## src/hw/rtl/hsfd_pkg.sv

```systemverilog
// ----------------------------------------------------------------------------
// hsfd_pkg
// Constants and helpers for the humidity sensor frame decoder: CRC-8 step,
// rounded scaling of a raw 16-bit word, and status codes.
// ----------------------------------------------------------------------------
package hsfd_pkg;

    localparam int unsigned FieldW  = 8;
    localparam int unsigned WordW   = 16;
    localparam int unsigned StatusW = 2;
    localparam int unsigned TempW   = 9;
    localparam int unsigned HumiW   = 7;
    localparam int unsigned InDataW  = 6 * FieldW;
    localparam int unsigned OutBitsW = StatusW + TempW + HumiW;
    localparam int unsigned OutDataW = ((OutBitsW + 7) / 8) * 8;
    localparam int unsigned ProdW    = 24;
    localparam int unsigned QuotW    = 8;

    localparam logic [7:0] CrcPoly = 8'h31;
    localparam logic [7:0] CrcInit = 8'hFF;

    localparam logic [7:0]  TempScale = 8'd175;
    localparam logic [7:0]  HumiScale = 8'd125;
    localparam logic [15:0] RoundHalf = 16'd32767;
    localparam logic [16:0] FullScale = 17'd65535;

    localparam logic [8:0] TempOffset = 9'd45;
    localparam logic [7:0] HumiOffset = 8'd6;
    localparam logic [7:0] HumiTop    = 8'd106;
    localparam logic [6:0] HumiMax    = 7'd100;

    localparam logic [StatusW-1:0] ST_OK       = 2'd0;
    localparam logic [StatusW-1:0] ST_TEMP_CRC = 2'd1;
    localparam logic [StatusW-1:0] ST_HUMI_CRC = 2'd2;

    typedef struct packed {
        logic [FieldW-1:0] humi_check;
        logic [FieldW-1:0] humi_lsb;
        logic [FieldW-1:0] humi_msb;
        logic [FieldW-1:0] temp_check;
        logic [FieldW-1:0] temp_lsb;
        logic [FieldW-1:0] temp_msb;
    } t_frame;

    function automatic logic [7:0] crc8_byte(input logic [7:0] crc_in,
                                             input logic [7:0] data);
        logic [7:0] crc;
        crc = crc_in ^ data;
        for (int b = 0; b < 8; b++) begin
            if (crc[7]) begin
                crc = {crc[6:0], 1'b0} ^ CrcPoly;
            end else begin
                crc = {crc[6:0], 1'b0};
            end
        end
        return crc;
    endfunction

    // round(scale * raw / 65535); x / 65535 = x[23:16] + one correction step
    function automatic logic [QuotW-1:0] scale_round(input logic [WordW-1:0] raw,
                                                     input logic [7:0] scale);
        logic [ProdW-1:0] x;
        logic [QuotW-1:0] q0;
        logic [16:0]      rem;
        x   = ProdW'(raw) * ProdW'(scale) + ProdW'(RoundHalf);
        q0  = x[ProdW-1:WordW];
        rem = {1'b0, x[WordW-1:0]} + 17'(q0);
        return (rem >= FullScale) ? q0 + QuotW'(1) : q0;
    endfunction

endpackage

```

## src/hw/rtl/humidity_sensor_frame_decoder.sv

```systemverilog
// ----------------------------------------------------------------------------
// humidity_sensor_frame_decoder
// Checks both CRC-8 bytes of a six-byte measurement frame and converts the
// raw words to whole degrees Celsius and whole percent humidity.
// ----------------------------------------------------------------------------
// Accepted frames pass through the input reg, then the result reg.
// Throughput: one item per cycle; decode is one pass of CRC and scaling logic.
// A full result register only stalls the input while the output is blocked.
// Reset (synchronous, active low) empties both stages; no other state.
module humidity_sensor_frame_decoder (
    input  logic                          i_clk,
    input  logic                          i_rst_n,
    input  logic                          s_axis_tvalid,
    output logic                          s_axis_tready,
    // [7:0] temp_msb, [15:8] temp_lsb, [23:16] temp_check,
    // [31:24] humi_msb, [39:32] humi_lsb, [47:40] humi_check
    input  logic [hsfd_pkg::InDataW-1:0]  s_axis_tdata,
    output logic                          m_axis_tvalid,
    input  logic                          m_axis_tready,
    // [1:0] status, [10:2] temperature, [17:11] humidity, [23:18] zero
    output logic [hsfd_pkg::OutDataW-1:0] m_axis_tdata
);

    logic                  r_s1_vld;
    hsfd_pkg::t_frame      r_s1_frame;
    logic                  r_out_vld;
    logic [hsfd_pkg::OutDataW-1:0] r_out_data;

    logic                  out_ready;
    logic                  s1_ready;

    logic [7:0]            t_crc;
    logic [7:0]            h_crc;
    logic [hsfd_pkg::QuotW-1:0] t_q;
    logic [hsfd_pkg::QuotW-1:0] h_q;
    logic [hsfd_pkg::StatusW-1:0] status;
    logic [hsfd_pkg::TempW-1:0]   temp;
    logic [hsfd_pkg::HumiW-1:0]   humi;
    logic [hsfd_pkg::OutDataW-1:0] n_out_data;

    assign out_ready     = !r_out_vld || m_axis_tready;
    assign s1_ready      = !r_s1_vld || out_ready;
    assign s_axis_tready = s1_ready;
    assign m_axis_tvalid = r_out_vld;
    assign m_axis_tdata  = r_out_data;

    always_comb begin
        t_crc = hsfd_pkg::crc8_byte(hsfd_pkg::crc8_byte(hsfd_pkg::CrcInit,
                    r_s1_frame.temp_msb), r_s1_frame.temp_lsb);
        h_crc = hsfd_pkg::crc8_byte(hsfd_pkg::crc8_byte(hsfd_pkg::CrcInit,
                    r_s1_frame.humi_msb), r_s1_frame.humi_lsb);
        t_q = hsfd_pkg::scale_round({r_s1_frame.temp_msb, r_s1_frame.temp_lsb},
                                    hsfd_pkg::TempScale);
        h_q = hsfd_pkg::scale_round({r_s1_frame.humi_msb, r_s1_frame.humi_lsb},
                                    hsfd_pkg::HumiScale);

        priority if (t_crc != r_s1_frame.temp_check) begin
            status = hsfd_pkg::ST_TEMP_CRC;
        end else if (h_crc != r_s1_frame.humi_check) begin
            status = hsfd_pkg::ST_HUMI_CRC;
        end else begin
            status = hsfd_pkg::ST_OK;
        end

        priority if (status != hsfd_pkg::ST_OK) begin
            temp = '0;
            humi = '0;
        end else begin
            temp = {1'b0, t_q} - hsfd_pkg::TempOffset;
            if (h_q < hsfd_pkg::HumiOffset) begin
                humi = '0;
            end else if (h_q > hsfd_pkg::HumiTop) begin
                humi = hsfd_pkg::HumiMax;
            end else begin
                humi = hsfd_pkg::HumiW'(h_q - hsfd_pkg::HumiOffset);
            end
        end

        n_out_data = '0;
        n_out_data[hsfd_pkg::OutBitsW-1:0] = {humi, temp, status};
    end

    always_ff @(posedge i_clk) begin
        if (!i_rst_n) begin
            r_s1_vld <= 1'b0;
        end else if (s1_ready) begin
            r_s1_vld <= s_axis_tvalid;
        end
    end

    always_ff @(posedge i_clk) begin
        if (s_axis_tvalid && s1_ready) begin
            r_s1_frame <= hsfd_pkg::t_frame'(s_axis_tdata);
        end
    end

    always_ff @(posedge i_clk) begin
        if (!i_rst_n) begin
            r_out_vld <= 1'b0;
        end else if (out_ready) begin
            r_out_vld <= r_s1_vld;
        end
    end

    always_ff @(posedge i_clk) begin
        if (r_s1_vld && out_ready) begin
            r_out_data <= n_out_data;
        end
    end

    a_status_code: assert property (@(posedge i_clk) disable iff (!i_rst_n)
        m_axis_tvalid |-> (m_axis_tdata[1:0] != 2'd3))
        else $error("status code 3 produced");

    a_err_zero: assert property (@(posedge i_clk) disable iff (!i_rst_n)
        (m_axis_tvalid && (m_axis_tdata[1:0] != hsfd_pkg::ST_OK))
        |-> (m_axis_tdata[hsfd_pkg::OutDataW-1:hsfd_pkg::StatusW] == '0))
        else $error("values nonzero on CRC failure");

    a_humi_range: assert property (@(posedge i_clk) disable iff (!i_rst_n)
        m_axis_tvalid |-> (m_axis_tdata[17:11] <= hsfd_pkg::HumiMax))
        else $error("humidity above clamp");

    a_s1_hold: assert property (@(posedge i_clk) disable iff (!i_rst_n)
        (r_s1_vld && !out_ready) |=> (r_s1_vld && $stable(r_s1_frame)))
        else $error("stalled frame lost");

    a_out_load: assert property (@(posedge i_clk) disable iff (!i_rst_n)
        (r_s1_vld && out_ready) |=> r_out_vld)
        else $error("decoded frame not loaded");

endmodule

```

## config.mk

```make
export PLATFORM = sky130hd
export DESIGN_NAME = humidity_sensor_frame_decoder
export DESIGN_NICKNAME = d
export VERILOG_FILES = /design/src/hw/rtl/hsfd_pkg.sv /design/src/hw/rtl/humidity_sensor_frame_decoder.sv
export SDC_FILE = /design/constraint.sdc
export NUM_CORES = 1
export LEC_CHECK = 0
export BUFFER_PORTS_ARGS = -buffer_cell sky130_fd_sc_hd__buf_4
export CAP_MARGIN = 10
export CORE_MARGIN = 3
export CORE_UTILIZATION = 35
export DETAILED_ROUTE_END_ITERATION = 8
export MAX_ROUTING_LAYER = met4
export PLACE_DENSITY_LB_ADDON = 0.05
export SETUP_SLACK_MARGIN = 0.05
export SLEW_MARGIN = 10
export SYNTH_ARGS = -nofsm -noshare
export SYNTH_HDL_FRONTEND = slang
export SYNTH_SLANG_ARGS = --single-unit
```

## constraint.sdc

```tcl
create_clock -name i_clk -period 22.2 [get_ports i_clk]
set_input_delay 0 -clock i_clk [delete_from_list [all_inputs] [get_ports i_clk]]
set_output_delay 0 -clock i_clk [all_outputs]
set_load 0.02 [all_outputs]
```

==> Word level (Yosys, flattened, before mapping) <==
Cells that the tools add are included.
{ "totals": {"out_inout_bits": 26, "latchBits": 0, "mem_bits_rw": 0, "romBits": 0, "register_bits": 68, "n_memories": 0} }
{ "classes": {"order_cmp": 4, "shifts": 0, "muxes": 37, "n_div": 0, "addsub": 8, "reduce_logical": 9, "n_bitwise": 36, "eq_ne": 2, "multipliers": 2} }
{ "op_table": {"columns": ["operator", "n"], "rows": [
  ["$mux 6", 32],
  ["$not 3->3", 32],
  ["$add 16x8->17", 2],
  ["$ge 17x16->1 const B", 2],
  ["$add 23x15->24 const B", 1],
  ["$add 24x15->24 const B", 1],
  ["$mul 16x8->24 const B", 1],
  ["$mul 16x7->23 const B", 1],
  ["$add 8x1->8 const B", 2],
  ["$mux 8", 2],
  ["$ne 8x8->1", 2],
  ["$not 8->8", 2],
  ["$xor 8x8->8", 2],
  ["$sub 8x6->9 const B", 1],
  ["$gt 8x7->1 const B", 1],
  ["$lt 8x3->1 const B", 1],
  ["$mux 7", 1],
  ["$sub 7x3->7 const B", 1],
  ["$mux 2", 2],
  ["$reduce_or 3->1", 1],
  ["$logic_and 1x1->1", 2],
  ["$logic_not 1->1", 2],
  ["$logic_or 1x1->1", 2],
  ["$reduce_bool 2->1", 1],
  ["$reduce_or 2->1", 1]
]} }

==> Logic depth before layout (Yosys ltp) <==
Gate-level depths: netlist (run 1).
{ "logic_depth": {"ltp_word": 39, "ltp_mapped": 37} }

==> Worst setup path after synthesis (run 1) <==
OpenSTA, ideal clock, no wires.
{ "synth_path": {"path_kind": "register -> register", "from": "register r_s1_frame[12] (netlist name)", "to": "register r_out_data, in the netlist m_axis_tdata[8], data pin", "slack_ps": 14044, "path_stages_with_launch": 34, "period_less_slack_ps": 8156, "t_required_ps": 21934, "setup_time_ps": 266, "n_path_buf": 1, "arrival_ps": 7890, "cell_sequence": "edfxtp_1 fa_1 fa_1 fa_1 inv_1 fa_1 inv_1 ha_1 a211oi_2 a21o_1 a31oi_1 a2111o_1 a31o_2 a21oi_1 o21bai_1 a21oi_1 xnor2_1 ha_1 xor2_1 or4_1 a31o_1 maj3_1 or2_1 buf_2 xnor2_1 inv_1 ha_1 nor2_1 nand2_1 or3_1 o211ai_1 nand3_1 xor2_1 nor2_1"} }
{ "synth_between": {"elab_chain_cells": 12, "word_cells_on_any_way": 20, "classes_between": "add/sub: 4; mul: 1; order compare: 1; eq/ne: 1; mux: 8; bitwise: 4; reduce/logical: 1"} }
{ "synth_rtl": {"columns": ["item", "line_no", "text"], "rows": [
  ["from (decl)", "humidity_sensor_frame_decoder.sv:25", "hsfd_pkg::t_frame r_s1_frame;"],
  ["from (signal assigned)", "humidity_sensor_frame_decoder.sv:93", "r_s1_frame <= hsfd_pkg::t_frame'(s_axis_tdata);"],
  ["branches (longest 12 deep; another with $mul 16x8->24)", null, null],
  ["to (signal assigned)", "humidity_sensor_frame_decoder.sv:107", "r_out_data <= n_out_data;"],
  ["to (decl)", "humidity_sensor_frame_decoder.sv:27", "logic [hsfd_pkg::OutDataW-1:0] r_out_data;"]
]} }
Parallel ways; which one is timed is not known.
A chain may end at the register's enable or synchronous reset.

==> Worst setup path after layout (run 1) <==
{ "layout_path": {"from": "register r_s1_frame[10] (netlist name)", "to": "register r_out_data, in the netlist m_axis_tdata[8], data pin"} }
{ "layout_between": {"elab_chain_cells": 12, "word_cells_on_any_way": 20, "classes_between": "add/sub: 4; mul: 1; order compare: 1; eq/ne: 1; mux: 8; bitwise: 4; reduce/logical: 1"} }
{ "layout_rtl": {"columns": ["item"], "rows": [
  ["branches (longest 12 deep; another with $mul 16x8->24)"]
]} }
Parallel ways; which one is timed is not known.

==> results of run 1 <==
==> per-layer routing <==
layer | up-vias | part of all wire [%] | track usage, %
li1 | 4219 | - | -
met1 | 4093 | 45 | 20.4
met2 | 106 | 51 | 27.9
met3 | 25 | 1.6 | 1.48
met4 | 0 | 2.1 | 4.51
met5 | - | 0 | -
==> worst max-delay path: cells and delay by family (launching register included) <==
family | cells | cell delay [ps]
and+or+nand+nor | 10 | 2430
AOI/OAI and AO/OA | 9 | 1900
DFF | 1 | 600
buffers and inverters | 5 | 450
xor gates and xnor gates | 3 | 630
adders and majority gates | 7 | 2760
==> layout make-up <==
class	instances	area, µm²
Sequential cell	68	2020
Fill cell	3204	18600
Tap cell	435	544
Clock inverter	5	52.6
Inverter	222	833
Timing Repair Buffer	124	1060
Clock buffer	11	233
Multi-Input combinational cell	874	8500
==> cells by family after synthesis <==
group / after synthesis
compound gates: 215
xor+xnor: 138
fa+ha+maj: 264
buf+inv: 241
flops: 68
mux: 10
other cells: 1
simple gates: 241
==> sequential cells by signal, indices dropped and copies added (netlist names) <==
name,cells
m_axis_tdata,18
m_axis_tvalid,1
r_s1_vld,1
r_s1_frame,48
==> placed cells by master (no fill, tap or decap), types with 7 or more instances in the layout <==
cell / instances
a21o_1: 21
a21oi_1: 57
a31oi_1: 10
and2_1: 8
and3_1: 8
buf_4: 73
clkbuf_16: 9
dlygate4sd3_1: 51
edfxtp_1: 66
fa_1: 123
ha_1: 140
inv_1: 219
nand2_1: 43
nand2b_1: 9
nand3_1: 22
nand4_1: 7
nor2_1: 57
nor2b_1: 11
nor3_1: 21
nor4_1: 7
o211ai_1: 8
o21a_1: 12
o21ai_0: 25
o21ai_1: 9
or3_1: 12
xnor2_1: 102
xor2_1: 29
==> worst paths after layout <==
check,endpoint,start,cells after the start
hold / removal,r_s1_vld$_SDFFE_PN0N_,m_axis_tready,4
setup reg to reg,m_axis_tdata[8]$_SDFFCE_PP0P_,r_s1_frame[10]$_DFFE_PP_,34
setup / recovery,m_axis_tdata[8]$_SDFFCE_PP0P_,r_s1_frame[10]$_DFFE_PP_,34
hold reg to reg,r_s1_vld$_SDFFE_PN0N_,r_s1_vld$_SDFFE_PN0N_,2
==> stage by stage <==
step / area (µm²) / util (%)
5_1_grt: 13200 / 41.6
6_report: 13200 / 41.6
4_1_cts: 13200 / 41.6
2_1_floorplan: 11500 / -
3_3_place_gp: 12500 / 39.1
3_5_place_dp: 12500 / 39.1
==> run metrics, run 1 <==
post-synthesis mux area share=0.951%; min Tclk post-route=9070 ps; Antenna Nets Post-Route=0; worst hold path type=input port to flop; worst reg2reg setup slack=13130 ps; via/cell ratio=4.86; largest net degree at the start of global routing=49; synthesis warning total=0; slowest CP cell=edfxtp_1; WP data arrival=9140 ps; global-route wire length before repair=44900 µm; count leader, synth=inv_1; global-route usage over all layers=16.2%; cell taking the most area after synthesis=fa_1; setup TNS=0 ps; Nets=1614; Peak Freq=110 MHz; via count=8443; clock root buffer master=clkbuf_16; post-cts resize count=0; ys async rst share=0%; htree depth=3; final hold violations=0; Required @ worst endpoint=22270 ps; crit start category=flop; Simple-Gate Fraction of Synth Area=11.4%; n_diodes=0; largest family of logic cells by synthesized area=adder cells; Critical Path Fanout Max=9; syn_area_per_cell=9.71 µm²; wire per inst=15.3 µm; final hold slack=49.1 ps; max-slew violations=0; final critical-path share of the clock period=40.9%; Initial Util=35.9%; DRT iter0 DRCs=370; Worst-Skew Late Latency=340 ps; sequential-to-total area share from yosys stat=17.7%; GRT Residual Overflow=0; Slew Limit Headroom=24.6%; drt first pass iters=4; GP Congestion=0.823; Distinct cells, synth=97; Most used DFF post-synth=edfxtp_1; Post-synth top cells=inv_1 (219), ha_1 (140), fa_1 (123), xnor2_1 (102), edfxtp_1 (66); # setup viols final=0; drt drc=0; num ports=78; Routed WL=26700 µm; placed cell count=1672; Worst path most repeated cell=inv_1; status=finished clean; Final WS setup=13130 ps; FF+latch count, synth=68; Die Y-Extent=187 µm; crit path capture type=flop; FP Rows=65; Die Width=187 µm; initial antenna violation count=0; Mapped Area=11400 µm²; TritonCTS clock tree=built; # Max-Cap Violations=0; CP peak stage delay=600 ps; Hold Buf Count CTS=51; RSZ-0062 raised after global routing=false; post-CTS setup repair buffer count=0; Post-Synth XOR/XNOR Area=11.2%; Worst Tran Pin Value=1130 ps; Post-Synth Adder-Cell Area=36.9%; Inserted Clock Buffers=9; CP Class=flop to flop; post-synth top area share=21.5%; Max Root-Sink Buffers=2; Post-Layout Cell Count=1739; core area=31900 µm²; synth-to-layout area growth=15.8%; Setup WS pre-CTS=13090 ps; port bufs=71; vias in the first global route=8734; Synth Area in Compound Gates=13.5%; clk sinks=68; clk_skew=7.70 ps; clock-pin slew on the worst setup and hold paths=50 ps; Synth area leaders=fa_1 (22%), edfxtp_1 (17%), ha_1 (15%); count of flip-flops with a built-in enable after synthesis=66; Die ar.=34900 µm²; Synth Instances=1178; DP HPWL=22200 µm; layout cells sized above 1=10.1%
Power of run 1 is not shown: default switching activity piles up to over one toggle a cycle in this logic, so the estimate is an artifact.
==> run 2: changes to the inputs <==
==> constraint.sdc (replaced) <==
create_clock -name i_clk -period 7.4 [get_ports i_clk]
set_input_delay 0 -clock i_clk [delete_from_list [all_inputs] [get_ports i_clk]]
set_output_delay 0 -clock i_clk [all_outputs]
set_load 0.02 [all_outputs]
==> run metrics, run 2 (same netlist as run 1, synthesis figures left out) <==
status=finished, violations left; failing checks=negative setup slack; commonest non-fill, non-tap cells in the layout=buf_4 (343), inv_1 (194), ha_1 (118), fa_1 (117), xnor2_1 (91); met2 routed wirelength=15500 µm (+14%); GP Congestion=0.817 (-0.67%); final core utilization=50.8% (+9.2 points); vias in the first global route=9951 (+14%); DRT iter0 DRCs=255 (-31%); min Tclk post-route=7870 ps (-1200 ps); FP Rows=65 (unchanged); Slew Limit Headroom=53.4% (+29 points); layout cells sized above 1=33.9% (+24 points); via/cell ratio=4.67 (-3.9%); Die Width=187 µm (unchanged); final critical-path share of the clock period=106% (+65 points); Worst Tran Pin Value=681 ps (-450 ps); largest net degree at the start of global routing=49 (unchanged); filler instances=3059 (-4.5%); Peak Freq=127 MHz (+15%); Largest Register=r_s1_frame; Die ar.=34900 µm² (unchanged); num ports=78 (unchanged); via count=9442 (+12%); drt first pass iters=4 (unchanged); synth-to-layout area growth=41.4%; commonest non-fill, non-tap cell in the layout=buf_4; Nets=1898 (+18%); Max Root-Sink Buffers=2 (unchanged); RSZ-0062 raised after global routing=true; clock-pin slew on the worst setup and hold paths=70 ps (+20 ps); largest registers=r_s1_frame: 48 flops, m_axis_tdata: 18 flops; global-route usage over all layers=17.3% (+1.1 points); crit path capture type=flop; # setup viols final=13 (+13); Antenna Nets Post-Route=0 (unchanged); Die Y-Extent=187 µm (unchanged); top sig layer=met4; Setup WS pre-CTS=-680 ps (-13770 ps); Routed WL=28900 µm (+8.5%); TritonCTS clock tree=built; CP peak stage delay=580 ps (-20 ps); Final WS setup=-466 ps (-13600 ps); Post-Layout Cell Count=2023 (+16%); # Max-Cap Violations=0 (unchanged); final hold slack=36.2 ps (-12.8 ps); wire per inst=14.3 µm (-6.7%); CP Class=flop to flop; Critical Path Fanout Max=5 (-4); Inserted Clock Buffers=9 (unchanged); initial antenna violation count=0 (unchanged); drt drc=0 (unchanged); port bufs=71 (unchanged); worst hold path type=input port to flop; global-route wire length before repair=48500 µm (+8.0%); GRT Residual Overflow=0 (unchanged); Worst path most repeated cell=fa_1; Worst-Skew Late Latency=350 ps (about the same); n_diodes=0 (unchanged); crit start category=flop; final hold violations=0 (unchanged); Required @ worst endpoint=7480 ps (-14790 ps); metal3 WL=336 µm (-20%); clk sinks=68 (unchanged); max-slew violations=0 (unchanged); WP data arrival=7940 ps (-1200 ps); Initial Util=35.9% (unchanged); htree depth=3 (unchanged); Largest register FFs=48 (unchanged); core area=31900 µm² (unchanged); DP HPWL=24300 µm (+9.5%); clk_skew=13.8 ps (+6.11 ps); slowest CP cell=fa_1; met1 wire length=12600 µm (+3.7%); clock root buffer master=clkbuf_16; placed cell count=1917 (+15%)
run 2: what timing repair did:
item                                   4_1_cts  5_1_grt
cloned                                       0        0
hold buffers                                51        0
buffers inserted                            28       11
setup endpoints to repair                   15       16
gates resized for setup                     57       47
endpoints found under the hold margin       50        0
pin swaps                                   37       36
run 2: area by class of cell:
class / count / area [µm²] / share of cell area [%]
Multi-Input combinational cell: 874 / 9260 / 57.2
Timing Repair Buffer: 408 / 3250 / 20.1
Sequential cell: 68 / 2020 / 12.5
Inverter: 222 / 837 / 5.17
Tap cell: 435 / 544 / 3.36
Clock buffer: 9 / 225 / 1.39
Clock inverter: 7 / 42.5 / 0.263
run 2: worst max-delay path, delay by kind of cell, from the launching register on:
family / cells / cell delay [ps]
and+or+nand+nor: 6 / 1560
adders and majority gates: 8 / 2970
xor gates and xnor gates: 1 / 160
AOI/OAI and AO/OA: 10 / 2020
DFF: 1 / 530
buffers and inverters: 5 / 380
run 2: final timing paths:
kind                                 start                             end  slack (ps)  depth (start not counted)
setup reg to reg  r_s1_frame[12]$_DFFE_PP_  m_axis_tdata[10]$_SDFFCE_PP0P_        -470                         30
hold reg to reg      r_s1_vld$_SDFFE_PN0N_           r_s1_vld$_SDFFE_PN0N_         540                          2
setup / recovery  r_s1_frame[12]$_DFFE_PP_  m_axis_tdata[10]$_SDFFCE_PP0P_        -470                         30
hold / removal               m_axis_tready           r_s1_vld$_SDFFE_PN0N_          40                          4
run 2: through the flow:
| step | TNS, ps | area [µm²] |
|---|---|---|
| after global routing | -8900 | 16200 |
| after CTS | -4410 | 15900 |
| after global placement | -5190 | 14600 |
| after detailed placement | -6220 | 14600 |
| after floorplan | -2590 | 11800 |
| final | -4020 | 16200 |
run 2: routing by layer:
metal,track usage [%],vias up
met5,-,-
met1,20.7,4548
met4,4.22,0
met2,31.6,80
met3,1.54,23
li1,-,4791
Power of run 2 is left out for the same reason.
==> run 3: changes to the inputs <==
--- a/config.mk
+++ b/config.mk
@@ -5,10 +5,12 @@
 export SDC_FILE = /design/constraint.sdc
 export NUM_CORES = 1
 export LEC_CHECK = 0
+export ABC_AREA = 1
 export BUFFER_PORTS_ARGS = -buffer_cell sky130_fd_sc_hd__buf_4
 export CAP_MARGIN = 10
-export CORE_MARGIN = 3
+export CORE_MARGIN = 1
 export CORE_UTILIZATION = 35
+export CTS_CLUSTER_SIZE = 30
 export DETAILED_ROUTE_END_ITERATION = 8
 export MAX_ROUTING_LAYER = met4
 export PLACE_DENSITY_LB_ADDON = 0.05
==> run metrics, run 3 <==
RSZ-0062 raised after global routing=true; cell area after layout=15700 µm² (-3.0%); n_diodes=0 (unchanged); clock root buffer master=clkbuf_16; Routed WL=28000 µm (-3.4%); layout cells sized above 1=25.8% (-8.1 points); cell taking the most area after synthesis=fa_1; drt drc=0 (unchanged); syn_area_per_cell=8.13 µm² (-16%); htree depth=3 (unchanged); synthesis warning total=0 (unchanged); worst reg2reg setup slack=330 ps (+790 ps); filler instances=3273 (+7.0%); global-route wire length before repair=46000 µm (-5.2%); Antenna Nets Post-Route=0 (unchanged); Critical Path Fanout Max=5 (unchanged); Synth Instances=1427 (+21%); crit start category=flop; TritonCTS clock tree=built; core area=32500 µm² (+2.1%); count of flip-flops with a built-in enable after synthesis=66 (unchanged); Peak Freq=141 MHz (+11%); largest registers=r_s1_frame: 48 flops, m_axis_tdata: 18 flops; GRT Residual Overflow=0 (unchanged); # setup viols final=0 (-13); num ports=78 (unchanged); commonest non-fill, non-tap cells in the layout=inv_1 (310), buf_4 (257), nand2_1 (239), fa_1 (120), ha_1 (115); Inserted Clock Buffers=9 (unchanged); Max Root-Sink Buffers=2 (unchanged); Largest register FFs=48 (unchanged); min Tclk post-route=7070 ps (-793 ps); CP Class=flop to flop; clk sinks=68 (unchanged); final core utilization=48.3% (-2.5 points); final hold violations=0 (unchanged); clock-pin slew on the worst setup and hold paths=60 ps (about the same); port bufs=71 (unchanged); FP Rows=66 (+1.5%); GP Congestion=0.883 (+8.0%); clk_skew=9.31 ps (-4.50 ps); count leader, synth=inv_1; WP data arrival=7160 ps (-780 ps); max-slew violations=0 (unchanged); Slew Limit Headroom=30.7% (-23 points); Final WS setup=327 ps (+793 ps); post-synth top area share=21.2% (-0.29 points); Largest Register=r_s1_frame; sequential-to-total area share from yosys stat=17.4% (-0.24 points); worst hold path cell count=4 (unchanged); DRT iter0 DRCs=256 (+0.39%); initial antenna violation count=0 (unchanged); drt first pass iters=4 (unchanged); Placed Area=13900 µm² (-5.3%); slowest CP cell=fa_1; Worst-Skew Late Latency=340 ps (about the same); Post-synth top cells=inv_1 (328), nand2_1 (265), ha_1 (140), fa_1 (123), nor2_1 (101); ys async rst share=0% (unchanged); wire per inst=12.7 µm (-11%); Die Y-Extent=184 µm (-1.5%); worst hold path type=input port to flop; Die Width=184 µm (-1.5%); vias in the first global route=9373 (-5.8%); CP peak stage delay=580 ps (about the same); commonest non-fill, non-tap cell in the layout=inv_1; Setup WS pre-CTS=-133 ps (+548 ps); Worst path most repeated cell=nand2_1; Distinct cells, synth=49 (-49%); # Max-Cap Violations=0 (unchanged); Initial Util=35.7% (-0.23 points); largest net degree at the start of global routing=49 (unchanged); status=finished clean; Mapped Area=11600 µm² (+1.4%); Worst Tran Pin Value=1040 ps (+359 ps); Synth area leaders=fa_1 (21%), edfxtp_1 (17%), ha_1 (15%); Required @ worst endpoint=7480 ps (about the same); Nets=2065 (+8.8%); Die ar.=33900 µm² (-2.9%); Most used DFF post-synth=edfxtp_1; global-route usage over all layers=17.5% (+0.21 points); Worst R2R Path Depth=37 (+23%); DP HPWL=24200 µm (-0.50%); FF+latch count, synth=68 (unchanged); via/cell ratio=4.38 (-6.2%); synth-to-layout area growth=35.3%; crit path capture type=flop; final critical-path share of the clock period=95.6% (-11 points); via count=9612 (+1.8%)
## run 3: per-layer routing
layer	routed length, µm	global-route usage [%]	up-vias
li1	-	-	5076
met1	14900	25.5	4413
met2	12100	26.2	113
met3	815	2.63	10
met4	189	2.33	0
met5	0	-	-
## run 3: cells by family (layout without fill, tap and decap cells)
kind of cell	after synthesis	after routing	share of synthesized area [%]
simple gates	525	526	20.0
compound gates	105	105	4.91
xor+xnor	124	124	10.1
other cells	1	6	0.0323
fa+ha+maj	263	263	36.3
flops	68	68	17.4
buf+inv	341	662	11.2
## run 3: stage by stage
step	instances	setup TNS, ps	hold WS, ps
final	2196	0	17.3
after detailed placement	2098	-666	179
after global placement	2098	-612	178
after global routing	2196	-255	71.1
after CTS	2168	0	3.47
after floorplan	1432	0	98.9
## run 3: area by class of cell
cell class | count | area (µm²) | share of cell area, %
inverter | 335 | 1260 | 8.03
timing repair buffer | 312 | 2490 | 15.8
multi-input combinational | 1024 | 9060 | 57.7
tap | 442 | 553 | 3.52
sequential | 68 | 2020 | 12.9
clock buffer | 9 | 225 | 1.43
clock inverter | 6 | 88.8 | 0.566
## run 3: critical path, delay by kind of cell (launching register included)
family / cells / cell delay [ps]
adder cells (fa/ha/maj): 7 / 2720
XOR/XNOR: 2 / 360
buffers and inverters: 5 / 610
AND/OR/NAND/NOR: 12 / 1120
flip-flops: 1 / 490
AO/OA/AOI/OAI: 11 / 1480
## run 3: what timing repair did
item                                    CTS  global route
hold buffers                             50             0
gates resized for setup                  10           165
cloned                                    0             1
endpoints found under the setup margin   12            16
pin swaps                                 5            65
setup buffers                             5            27
endpoints found under the hold margin    50             0
## run 3: worst paths after layout
kind                                         startpoint                             to
worst min register to register    r_s1_vld$_SDFFE_PN0N_          r_s1_vld$_SDFFE_PN0N_
worst max register to register  r_s1_frame[1]$_DFFE_PP_  m_axis_tdata[8]$_SDFFCE_PP0P_
worst max-delay path            r_s1_frame[1]$_DFFE_PP_  m_axis_tdata[8]$_SDFFCE_PP0P_
worst min-delay path                      m_axis_tready          r_s1_vld$_SDFFE_PN0N_
Power of run 3 is left out for the same reason.
